<file path="src/rtl/core/tsfs_pkg.sv">
// ----------------------------------------------------------------------------
// TLV stream field search: shared types
// Item, result and internal token formats, status codes and register indexes.
// ----------------------------------------------------------------------------
package tsfs_pkg;

	typedef enum logic [1:0] {
		ST_FOUND  = 2'd0,
		ST_ABSENT = 2'd1,
		ST_TRUNC  = 2'd2,
		ST_BADLEN = 2'd3
	} status_t;

	typedef enum logic {
		REG_TARGET_TYPE   = 1'b0,
		REG_VALUE_IS_WIDE = 1'b1
	} reg_idx_t;

	localparam int unsigned CFG_W = 16;

	localparam logic [15:0] LEN_NARROW = 16'd4;
	localparam logic [15:0] LEN_WIDE   = 16'd8;

	typedef struct packed {
		logic [7:0] data_byte;
		logic       is_last;
	} in_item_t;

	typedef struct packed {
		status_t     status;
		logic [63:0] value;
	} out_item_t;

	// One classified byte passed from the parser to the value assembler.
	typedef struct packed {
		logic [7:0] data_byte;
		logic       shift_en;
		logic       clear_en;
		logic       is_last;
		status_t    status;
	} token_t;

endpackage

</file>
<file path="src/rtl/core/tsfs_front.sv">
// ----------------------------------------------------------------------------
// TLV stream field search: header parser
// Walks the element headers, counts value bytes, decides the outcome of the
// first matching element and emits one token per accepted byte.
// ----------------------------------------------------------------------------
module tsfs_front (
	input  logic              clk,
	input  logic              arst_n,
	input  logic              cfg_wr_en,
	input  tsfs_pkg::reg_idx_t cfg_idx,
	input  logic [tsfs_pkg::CFG_W-1:0] cfg_data,
	input  logic              take,
	input  tsfs_pkg::in_item_t item,
	output tsfs_pkg::token_t  tok
);
	import tsfs_pkg::*;

	logic [15:0] target_type_q;
	logic        value_is_wide_q;

	logic [1:0]  phase_q, n_phase;
	logic [15:0] type_q, n_type;
	logic [15:0] len_q, n_len;
	logic [15:0] left_q, n_left;
	logic        in_value_q, n_in_value;
	logic        match_q, n_match;
	logic        decided_q, n_decided;
	status_t     dstat_q, n_dstat;
	logic [15:0] len_full;
	logic [15:0] want;
	logic        shift_en, clear_en;
	status_t     status;

	always_ff @(posedge clk or negedge arst_n) begin
		if (!arst_n) begin
			target_type_q   <= '0;
			value_is_wide_q <= 1'b0;
		end else if (cfg_wr_en) begin
			unique case (cfg_idx)
				REG_TARGET_TYPE:   target_type_q   <= cfg_data;
				REG_VALUE_IS_WIDE: value_is_wide_q <= cfg_data[0];
				default: ;
			endcase
		end
	end

	assign len_full = {len_q[7:0], item.data_byte};
	assign want     = value_is_wide_q ? LEN_WIDE : LEN_NARROW;

	always_comb begin
		n_phase    = phase_q;
		n_type     = type_q;
		n_len      = len_q;
		n_left     = left_q;
		n_in_value = in_value_q;
		n_match    = match_q;
		n_decided  = decided_q;
		n_dstat    = dstat_q;
		shift_en   = 1'b0;
		clear_en   = 1'b0;
		if (!decided_q) begin
			if (in_value_q) begin
				n_left = left_q - 16'd1;
				if (match_q && dstat_q == ST_FOUND) begin
					shift_en = 1'b1;
				end
				if (left_q == 16'd1) begin
					n_in_value = 1'b0;
					if (match_q) begin
						n_match   = 1'b0;
						n_decided = 1'b1;
					end
				end
			end else begin
				if (!phase_q[1]) begin
					n_type = {type_q[7:0], item.data_byte};
				end else begin
					n_len = len_full;
				end
				if (phase_q != 2'd3) begin
					n_phase = phase_q + 2'd1;
				end else begin
					n_phase = 2'd0;
					if (type_q == target_type_q) begin
						n_dstat  = (len_full == want) ? ST_FOUND : ST_BADLEN;
						clear_en = 1'b1;
						if (len_full == 16'd0) begin
							n_decided = 1'b1;
						end else begin
							n_match = 1'b1;
						end
					end
					if (len_full != 16'd0) begin
						n_in_value = 1'b1;
						n_left     = len_full;
					end
				end
			end
		end
		if (n_decided) begin
			status = n_dstat;
		end else if (n_in_value) begin
			status = ST_TRUNC;
		end else begin
			status = ST_ABSENT;
		end
	end

	always_ff @(posedge clk or negedge arst_n) begin
		if (!arst_n) begin
			phase_q    <= '0;
			type_q     <= '0;
			len_q      <= '0;
			left_q     <= '0;
			in_value_q <= 1'b0;
			match_q    <= 1'b0;
			decided_q  <= 1'b0;
			dstat_q    <= ST_FOUND;
		end else if (take) begin
			if (item.is_last) begin
				phase_q    <= '0;
				type_q     <= '0;
				len_q      <= '0;
				left_q     <= '0;
				in_value_q <= 1'b0;
				match_q    <= 1'b0;
				decided_q  <= 1'b0;
				dstat_q    <= ST_FOUND;
			end else begin
				phase_q    <= n_phase;
				type_q     <= n_type;
				len_q      <= n_len;
				left_q     <= n_left;
				in_value_q <= n_in_value;
				match_q    <= n_match;
				decided_q  <= n_decided;
				dstat_q    <= n_dstat;
			end
		end
	end

	always_comb begin
		tok.data_byte = item.data_byte;
		tok.shift_en  = shift_en;
		tok.clear_en  = clear_en;
		tok.is_last   = item.is_last;
		tok.status    = status;
	end

endmodule

</file>
<file path="src/rtl/core/tsfs_tok_fifo.sv">
// ----------------------------------------------------------------------------
// TLV stream field search: token queue
// Two-entry queue that decouples the header parser from the value assembler.
// ----------------------------------------------------------------------------
module tsfs_tok_fifo (
	input  logic             clk,
	input  logic             arst_n,
	input  logic             wr_en,
	input  tsfs_pkg::token_t wr_tok,
	output logic             full,
	input  logic             rd_en,
	output tsfs_pkg::token_t rd_tok,
	output logic             empty
);
	import tsfs_pkg::*;

	token_t     mem_q [2];
	logic       wr_ptr_q;
	logic       rd_ptr_q;
	logic [1:0] count_q;

	assign full   = (count_q == 2'd2);
	assign empty  = (count_q == 2'd0);
	assign rd_tok = mem_q[rd_ptr_q];

	always_ff @(posedge clk) begin
		if (wr_en) begin
			mem_q[wr_ptr_q] <= wr_tok;
		end
	end

	always_ff @(posedge clk or negedge arst_n) begin
		if (!arst_n) begin
			wr_ptr_q <= 1'b0;
			rd_ptr_q <= 1'b0;
			count_q  <= '0;
		end else begin
			if (wr_en) begin
				wr_ptr_q <= ~wr_ptr_q;
			end
			if (rd_en) begin
				rd_ptr_q <= ~rd_ptr_q;
			end
			if (wr_en && !rd_en) begin
				count_q <= count_q + 2'd1;
			end else if (rd_en && !wr_en) begin
				count_q <= count_q - 2'd1;
			end
		end
	end

endmodule

</file>
<file path="src/rtl/core/tsfs_back.sv">
// ----------------------------------------------------------------------------
// TLV stream field search: value assembler
// Shifts matched value bytes into a 64-bit word and registers one result
// per buffer on the beat that carries the last byte.
// ----------------------------------------------------------------------------
module tsfs_back (
	input  logic              clk,
	input  logic              arst_n,
	input  tsfs_pkg::token_t  tok,
	input  logic              tok_valid,
	output logic              tok_take,
	output tsfs_pkg::out_item_t result,
	output logic              empty,
	input  logic              pop
);
	import tsfs_pkg::*;

	logic [63:0] value_q;
	logic [63:0] value_next;
	out_item_t   res_q;
	logic        res_valid_q;

	// A last token needs the result register, which frees up on a pop.
	assign tok_take = tok_valid && (!tok.is_last || !res_valid_q || pop);

	always_comb begin
		if (tok.clear_en) begin
			value_next = '0;
		end else if (tok.shift_en) begin
			value_next = {value_q[55:0], tok.data_byte};
		end else begin
			value_next = value_q;
		end
	end

	always_ff @(posedge clk or negedge arst_n) begin
		if (!arst_n) begin
			value_q     <= '0;
			res_valid_q <= 1'b0;
		end else begin
			if (tok_take) begin
				value_q <= tok.is_last ? 64'd0 : value_next;
			end
			if (tok_take && tok.is_last) begin
				res_valid_q <= 1'b1;
			end else if (pop) begin
				res_valid_q <= 1'b0;
			end
		end
	end

	always_ff @(posedge clk) begin
		if (tok_take && tok.is_last) begin
			res_q.status <= tok.status;
			res_q.value  <= (tok.status == ST_FOUND) ? value_next : 64'd0;
		end
	end

	assign result = res_q;
	assign empty  = !res_valid_q;

endmodule

</file>
<file path="src/rtl/core/tlv_stream_field_search.sv">
// ----------------------------------------------------------------------------
// TLV stream field search
// Finds the first element of the configured type in a byte stream and
// reports its status and big-endian value once per buffer.
// ----------------------------------------------------------------------------
// Throughput: one byte per cycle while the token queue is not full; the parser
// classifies each byte in the cycle it is accepted.
// The result is registered when the last byte's token leaves the token queue.
// The two-entry token queue lets input continue while a result waits.
// Reset clears both registers to zero, the parse state, queue and result.
module tlv_stream_field_search (
	input  logic                clk,
	input  logic                arst_n,
	input  logic                push,
	output logic                full,
	input  tsfs_pkg::in_item_t  item,
	output logic                empty,
	input  logic                pop,
	output tsfs_pkg::out_item_t result,
	input  logic                cfg_wr_en,
	input  tsfs_pkg::reg_idx_t  cfg_idx,
	input  logic [tsfs_pkg::CFG_W-1:0] cfg_data
);
	import tsfs_pkg::*;

	token_t front_tok;
	token_t back_tok;
	logic   fifo_full;
	logic   fifo_empty;
	logic   tok_take;
	logic   take;

	assign full = fifo_full;
	assign take = push && !fifo_full;

	tsfs_front u_front (
		.clk       (clk),
		.arst_n    (arst_n),
		.cfg_wr_en (cfg_wr_en),
		.cfg_idx   (cfg_idx),
		.cfg_data  (cfg_data),
		.take      (take),
		.item      (item),
		.tok       (front_tok)
	);

	tsfs_tok_fifo u_fifo (
		.clk    (clk),
		.arst_n (arst_n),
		.wr_en  (take),
		.wr_tok (front_tok),
		.full   (fifo_full),
		.rd_en  (tok_take),
		.rd_tok (back_tok),
		.empty  (fifo_empty)
	);

	tsfs_back u_back (
		.clk       (clk),
		.arst_n    (arst_n),
		.tok       (back_tok),
		.tok_valid (!fifo_empty),
		.tok_take  (tok_take),
		.result    (result),
		.empty     (empty),
		.pop       (pop)
	);

endmodule
</file>
<file path="config.mk">
export PLATFORM = sky130hd
export DESIGN_NAME = tlv_stream_field_search
export DESIGN_NICKNAME = d
export VERILOG_FILES = /design/src/rtl/core/tsfs_pkg.sv /design/src/rtl/core/tsfs_front.sv /design/src/rtl/core/tsfs_tok_fifo.sv /design/src/rtl/core/tsfs_back.sv /design/src/rtl/core/tlv_stream_field_search.sv
export SDC_FILE = /design/constraint.sdc
export NUM_CORES = 1
export LEC_CHECK = 0
export ABC_AREA = 0
export BUFFER_PORTS_ARGS = -buffer_cell sky130_fd_sc_hd__buf_4
export CORE_MARGIN = 2
export CORE_UTILIZATION = 63
export DETAILED_ROUTE_END_ITERATION = 12
export PLACE_DENSITY = 0.95
export SLEW_MARGIN = 20
export SYNTH_ARGS = -nofsm -noshare
export SYNTH_HDL_FRONTEND = slang
export SYNTH_SLANG_ARGS = --single-unit
</file>
<file path="constraint.sdc">
create_clock -name clk -period 12 [get_ports clk]
set_clock_uncertainty 0.2 [all_clocks]
set_input_delay 2.4 -clock clk [delete_from_list [all_inputs] [get_ports clk]]
set_output_delay 2.4 -clock clk [all_outputs]
set_load 0.01 [all_outputs]
</file>
==> reports/results.ini, run 1 <==
[outcome]
status = finished clean

[synth]
synthSimpleGateAreaFrac_pct = 11.4
synth_top_family_by_area = compound AO/OA/AOI/OAI gates
synth_compound_area_share_pct = 15.9
syn_avg_cell_area_um2 = 11.8
syn_nets = 855
ys_top_cells_by_area = dfrtp_1 34%, edfxtp_1 29%, a22o_1 7.3%
ys_warn_count = 0
synth.top_cell.area_share_pct = 34.4
synth_edf_count = 92
synth-main-ff-cell = dfrtp_1
async_reset_ff_share_pct = 59.1
synthAdderAreaFrac_pct = 0.518
syn_area_mm2 = 0.00967
synth_xor_area_share_pct = 1.90
syn_inst = 820
ys_types = 54
ys_seq_area_share_pct = 63.0
synth_seq_cells = 225
muxShareOfSynthArea_pct = 4.69
synth_area_leader_cell = dfrtp_1

[floorplanning]
die_area_mm2 = 0.0164
coreArea_mm2 = 0.0151
pin_count = 99
placement_rows = 45
die_x_um = 128
die_h_um = 128
start_util_pct = 64.1

[setup_path]
required_ps = 12180
criticalPathCategory = in2reg
crit_fanout = 13
cp-start-kind = input pin
reg2reg_slack_ps = 8510
endpoint_kind = flop
critical_path_arrival_ps = 4340

[detailed_routing]
vias_per_cell = 6.47
wl_per_cell_um = 19.7
remaining_drc_errors = 0
drt_pass1_iterations = 5
totalWireLength_mm = 21.8
ant_nets = 0
num_vias = 7165
drt-initial-drc-count = 832

[finish]
synthToLayoutAreaGrowth_pct = 17.3
mostFrequentLayoutCells = 148 x nand2_1, 133 x dfrtp_1, 106 x buf_4
fin_util_pct = 75.1
diodes = 0
final_common_cell = nand2_1
postLayoutCellArea_mm2 = 0.0113
num-nets-final = 937
instances_no_fill = 1107
drive_above_1_share_pct = 20.1

[global_routing]
grt_pass1_wl_mm = 35.0
antenna_found_initial = 0
grt_pass1_vias = 6832
track_usage_pct = 26.8
grt_max_degree = 87
grt_overflow = 0

[clocking]
cts_buffers = 23
cts.htree.levels = 1
clk_path_buf_depth = 3
clk_pin_slew_ps = 60
cts-hold-fix-buffers = 0
clock_latency_ps = 500
clock_sinks = 225
cts_resized = 0
post_cts_buffers = 0
cts_tree = done
cts_root_buffer = clkbuf_16

[sta]
tightest_slew_ps = 1060
final.min_clock_period_ps = 4160
setup_tns_ps = 0
timing.final.ws_setup_ps = 7840
fin_crit_sh_pct = 34.7
slew_headroom_pct = 29.4
final_hold_viol_count = 0
setup_violations = 0
max_freq_mhz = 240
timing.hold.ws_ps = 305
rsz0062_at_grt = false
finalMaxSlewViolations = 0

[power_and_ir_drop]
powerDensity_mw_per_mm2 = 245
leakage_nw = 4.59
worst_ir_drop_vdd_uv = 173
total_power_mw = 2.78

[flow_run]
max-cap-violations = 0

[placement]
dpl_worst_slack_ps = 7400
placedCellCount = 1065
place_area_mm2 = 0.0105
io_buffers = 98
gp_congestion = 0.965
dpl.hpwl_mm = 13.8

[worst_hold_path]
hold_path.class = reg2reg

## per-layer routing
layer  global-route usage, %  share of wire [%]  vias to the layer above
met1                    35.9                 39                     3539
met4                    6.66                2.2                        0
met3                    4.63                8.0                       44
met5                       0                  0                        -
met2                    46.3                 51                      421
li1                        -                  -                     3161
## worst max-delay path, cell delays in order
cell,delay [ps]
buf_4,140
nor4_1,340
nand4_1,230
o31ai_2,390
a21oi_1,360
nand2_1,340
o21ai_0,140
## final cells by class
| cell class | instances | area [um2] |
|---|---|---|
| clock inverter | 13 | 156 |
| timing repair buffer | 107 | 807 |
| clock buffer | 29 | 638 |
| tap | 188 | 235 |
| multi-input combinational | 534 | 3370 |
| fill | 927 | 3750 |
| sequential | 225 | 6090 |
| inverter | 11 | 41.3 |
## Yosys cell counts, types with 10 or more instances
master / instances
a22o_1: 81
buf_2: 14
nor2b_1: 14
clkbuf_1: 31
a21oi_1: 63
inv_1: 10
xor2_1: 13
edfxtp_1: 92
nor2_1: 30
o21ai_0: 32
nor3_1: 11
mux2i_1: 19
dfrtp_1: 133
nand2_1: 148
mux2_2: 21
## registers in the layout, indices dropped and copies added, names as in the netlist, 2 cells and up
name and count:
u_back.result 66, u_front.left_q 16, u_front.phase_q 2, u_fifo.mem_q 26, u_front.len_q 8, u_fifo.count_q 2
u_front.target_type_q 16, u_back.value_q 64, u_front.type_q 16, u_front.dstat_q 2
## worst paths after layout
check | startpoint | endpoint | cells after the start
min reg2reg | u_back.value_q[60] | u_back.value_q[60] | 1
min | u_back.value_q[60] | u_back.value_q[60] | 1
max reg2reg | u_fifo.rd_ptr_q | u_back.result[42] | 4
max | item[7] | u_front.left_q[9] | 7
max in group asynchronous | arst_n | u_front.type_q[8] | 2
min in group asynchronous | arst_n | u_back.value_q[15] | 1
## logic make-up after synthesis
kind of cell / after synthesis
XOR/XNOR: 21
adder cells (fa/ha/maj): 4
AO/OA/AOI/OAI: 221
multiplexers: 42
buffers and inverters: 61
AND/OR/NAND/NOR: 246
flip-flops: 225
## report_power, final
part           switching, mW  internal, mW
Sequential             0.146          1.04
Clock                  0.296         0.443
Combinational          0.533         0.318
Total                  0.975          1.81
No activity file was read; power rests on OpenSTA's default activity.
==> run 2, diff against run 1 <==
--- a/config.mk
+++ b/config.mk
@@ -5,12 +5,12 @@
 export SDC_FILE = /design/constraint.sdc
 export NUM_CORES = 1
 export LEC_CHECK = 0
-export ABC_AREA = 0
+export ABC_AREA = 1
 export BUFFER_PORTS_ARGS = -buffer_cell sky130_fd_sc_hd__buf_4
 export CORE_MARGIN = 2
-export CORE_UTILIZATION = 63
+export CORE_UTILIZATION = 59
 export DETAILED_ROUTE_END_ITERATION = 12
-export PLACE_DENSITY = 0.95
+export PLACE_DENSITY = 0.91
 export SLEW_MARGIN = 20
 export SYNTH_ARGS = -nofsm -noshare
 export SYNTH_HDL_FRONTEND = slang
==> constraint.sdc (replaced) <==
create_clock -name clk -period 4.3 [get_ports clk]
set_clock_uncertainty 0.2 [all_clocks]
set_input_delay 0.86 -clock clk [delete_from_list [all_inputs] [get_ports clk]]
set_output_delay 0.86 -clock clk [all_outputs]
set_load 0.01 [all_outputs]
==> run 2 against run 1 <==
Against the previous run: flip-flop and latch count unchanged; via count increased by 10%; critical path type is now reg2reg; highest routed layer unchanged; power increased to 3.5 times the previous value.
==> reports/results.ini, run 2 <==
[detailed_routing]
vias_per_cell = 5.75  ; -11%
totalWireLength_mm = 22.7  ; +3.8%
wl_per_cell_um = 16.5  ; -16%
num_vias = 7908  ; +10%
drt-initial-drc-count = 853  ; +2.5%
drt_pass1_iterations = 5  ; unchanged
ant_nets = 0  ; unchanged
remaining_drc_errors = 0  ; unchanged

[finish]
mostFrequentLayoutCells = 203 x nand2_1, 141 x inv_1, 133 x dfrtp_1
diodes = 0  ; unchanged
postLayoutCellArea_mm2 = 0.0118  ; +4.4%
synthToLayoutAreaGrowth_pct = 16.5
largest_reg_flops = 66  ; unchanged
instances_no_fill = 1375  ; +24%
drive_above_1_share_pct = 14.7  ; -5.4 points
num-nets-final = 1173  ; +25%
final_common_cell = nand2_1

[floorplanning]
die_x_um = 135  ; +5.8%
placement_rows = 47  ; +4.4%
pin_count = 99  ; unchanged
coreArea_mm2 = 0.0167  ; +11%
die_h_um = 135  ; +5.8%
die_area_mm2 = 0.0183  ; +12%
start_util_pct = 60.8  ; -3.2 points

[placement]
place_area_mm2 = 0.0110  ; +4.4%
io_buffers = 98  ; unchanged
gp_congestion = 0.908  ; -5.9%
placedCellCount = 1333  ; +25%
dpl.hpwl_mm = 14.6  ; +5.7%

[sta]
final_hold_viol_count = 0  ; unchanged
setup_tns_ps = 0  ; unchanged
slew_headroom_pct = 38.7  ; +9.3 points
rsz0062_at_grt = false
setup_violations = 0  ; unchanged
fin_crit_sh_pct = 77.4
max_freq_mhz = 301
final.min_clock_period_ps = 3330
finalMaxSlewViolations = 0  ; unchanged
tightest_slew_ps = 920  ; -139 ps

[clocking]
cts_root_buffer = clkbuf_16
cts-hold-fix-buffers = 0  ; unchanged
cts.htree.levels = 1  ; unchanged
cts_tree = done
post_cts_buffers = 0  ; unchanged
cts_resized = 0  ; unchanged
cts_buffers = 23  ; unchanged
clk_pin_slew_ps = 70  ; about the same
clk_path_buf_depth = 3  ; unchanged
clock_latency_ps = 520  ; +20 ps
clock_sinks = 225  ; unchanged

[setup_path]
endpoint_kind = flop
critical_path_arrival_ps = 3520  ; -820 ps
criticalPathCategory = reg2reg
crit_fanout = 58  ; +45
cp-start-kind = flop
required_ps = 4490  ; -7690 ps

[flow_run]
max-cap-violations = 0  ; unchanged

[synth]
syn_avg_cell_area_um2 = 9.61  ; -19%
syn_area_mm2 = 0.0102  ; +5.1%
synth_seq_cells = 225  ; unchanged
synth.top_cell.area_share_pct = 32.8  ; -1.7 points
ys_top_cells_by_area = dfrtp_1 33%, edfxtp_1 27%, nand2_1 7.5%
syn_inst = 1058  ; +29%
ys_warn_count = 0  ; unchanged
yosysMostFrequentCell = nand2_1
ys_seq_area_share_pct = 59.9  ; -3.1 points
synth_edf_count = 92  ; unchanged
ys_types = 37  ; -31%
netlist_top_cells_count = 203 x nand2_1, 142 x inv_1, 133 x dfrtp_1, 124 x nor2_1, 92 x edfxtp_1
syn_nets = 1093  ; +28%
synth-main-ff-cell = dfrtp_1
async_reset_ff_share_pct = 59.1  ; unchanged
synth_area_leader_cell = dfrtp_1

[global_routing]
antenna_found_initial = 0  ; unchanged
grt_overflow = 0  ; unchanged
grt_max_degree = 87  ; unchanged
track_usage_pct = 25.2  ; -1.6 points
grt_pass1_wl_mm = 37.2  ; +6.2%
grt_pass1_vias = 7571  ; +11%

[worst_hold_path]
hold_path.class = in2async

[power_and_ir_drop]
powerDensity_mw_per_mm2 = 826  ; +240%
leakage_nw = 5.21  ; +13%
worst_ir_drop_vdd_uv = 450  ; +160%

[outcome]
status = finished clean

## run 2: changes by cell type in the layout (fill, tap and decap cells not counted), moves of 14 or more
cell | before | now
mux2_2 | 21 | 4
inv_1 | 10 | 141
nor2b_1 | 14 | 0
nand3_1 | 7 | 38
a22o_1 | 81 | 0
a21oi_1 | 63 | 18
o211ai_1 | 2 | 64
nor2_1 | 27 | 122
mux2i_1 | 18 | 1
nand2_1 | 148 | 203
o22ai_1 | 4 | 78
## run 2: final cells by class
cell class	instances	area, um2
clock buffers	28	614
clock inverters	14	234
fillers	1136	4860
inverters	147	552
multi-input cells	633	3250
flip-flops and latches	225	6090
well taps	220	275
repair buffers	108	823
## run 2: logic make-up after synthesis
family,share of synthesized area [%]
AO/OA/AOI/OAI,13.6
XOR/XNOR,1.21
adder cells (fa/ha/maj),0.493
buffers and inverters,8.51
flip-flops,59.9
multiplexers,0.677
AND/OR/NAND/NOR,15.6
## run 2: layer usage
layer  vias to the layer above  global-route usage, %  part of all wire [%]
li1                       3754                      -                     -
met1                      3710                   33.7                    39
met5                         -                      0                     0
met3                        54                   3.33                   7.3
met4                         0                   7.41                   2.6
met2                       390                   43.7                    51
## run 2: critical path: stages, from the launching register on
cell	delay [ps]
dfrtp_1	710
inv_2	200
or2_1	270
o21ai_2	100
inv_2	80
a31oi_4	140
buf_4	550
inv_2	190
ha_1	370
a21oi_1	110
o21ai_0	110
xor2_1	150
## run 2: metrics by stage
step                      hold slack [ps]  total power, mW  util (%)  worst slack, ps
after floorplan                       243             6.39         -              979
after global placement                266             7.36      65.8             1050
after detailed placement              274             7.52      65.8             1030
after CTS                             295             9.77      70.9              991
after global routing                  333             10.4      70.9              711
final                                 261             9.78      70.9              973
## run 2: path summary, 6_finish.rpt
kind,startpoint,to,slack [ps],cells past startpoint
hold reg to reg,u_front.left_q[13],u_front.left_q[13],290,2
hold / removal,arst_n,u_front.left_q[13],260,1
max in group asynchronous,arst_n,u_back.value_q[39],2770,2
setup reg to reg,u_fifo.rd_ptr_q,u_fifo.count_q[1],970,11
setup / recovery,u_fifo.rd_ptr_q,u_fifo.count_q[1],970,11
min in group clk,u_front.left_q[13],u_front.left_q[13],290,2
## run 2: power by group
| part | switching [mW] | internal [mW] |
|---|---|---|
| registers | 0.509 | 3.29 |
| clock network | 0.868 | 1.34 |
| logic | 2.45 | 1.32 |
| total | 3.82 | 5.96 |
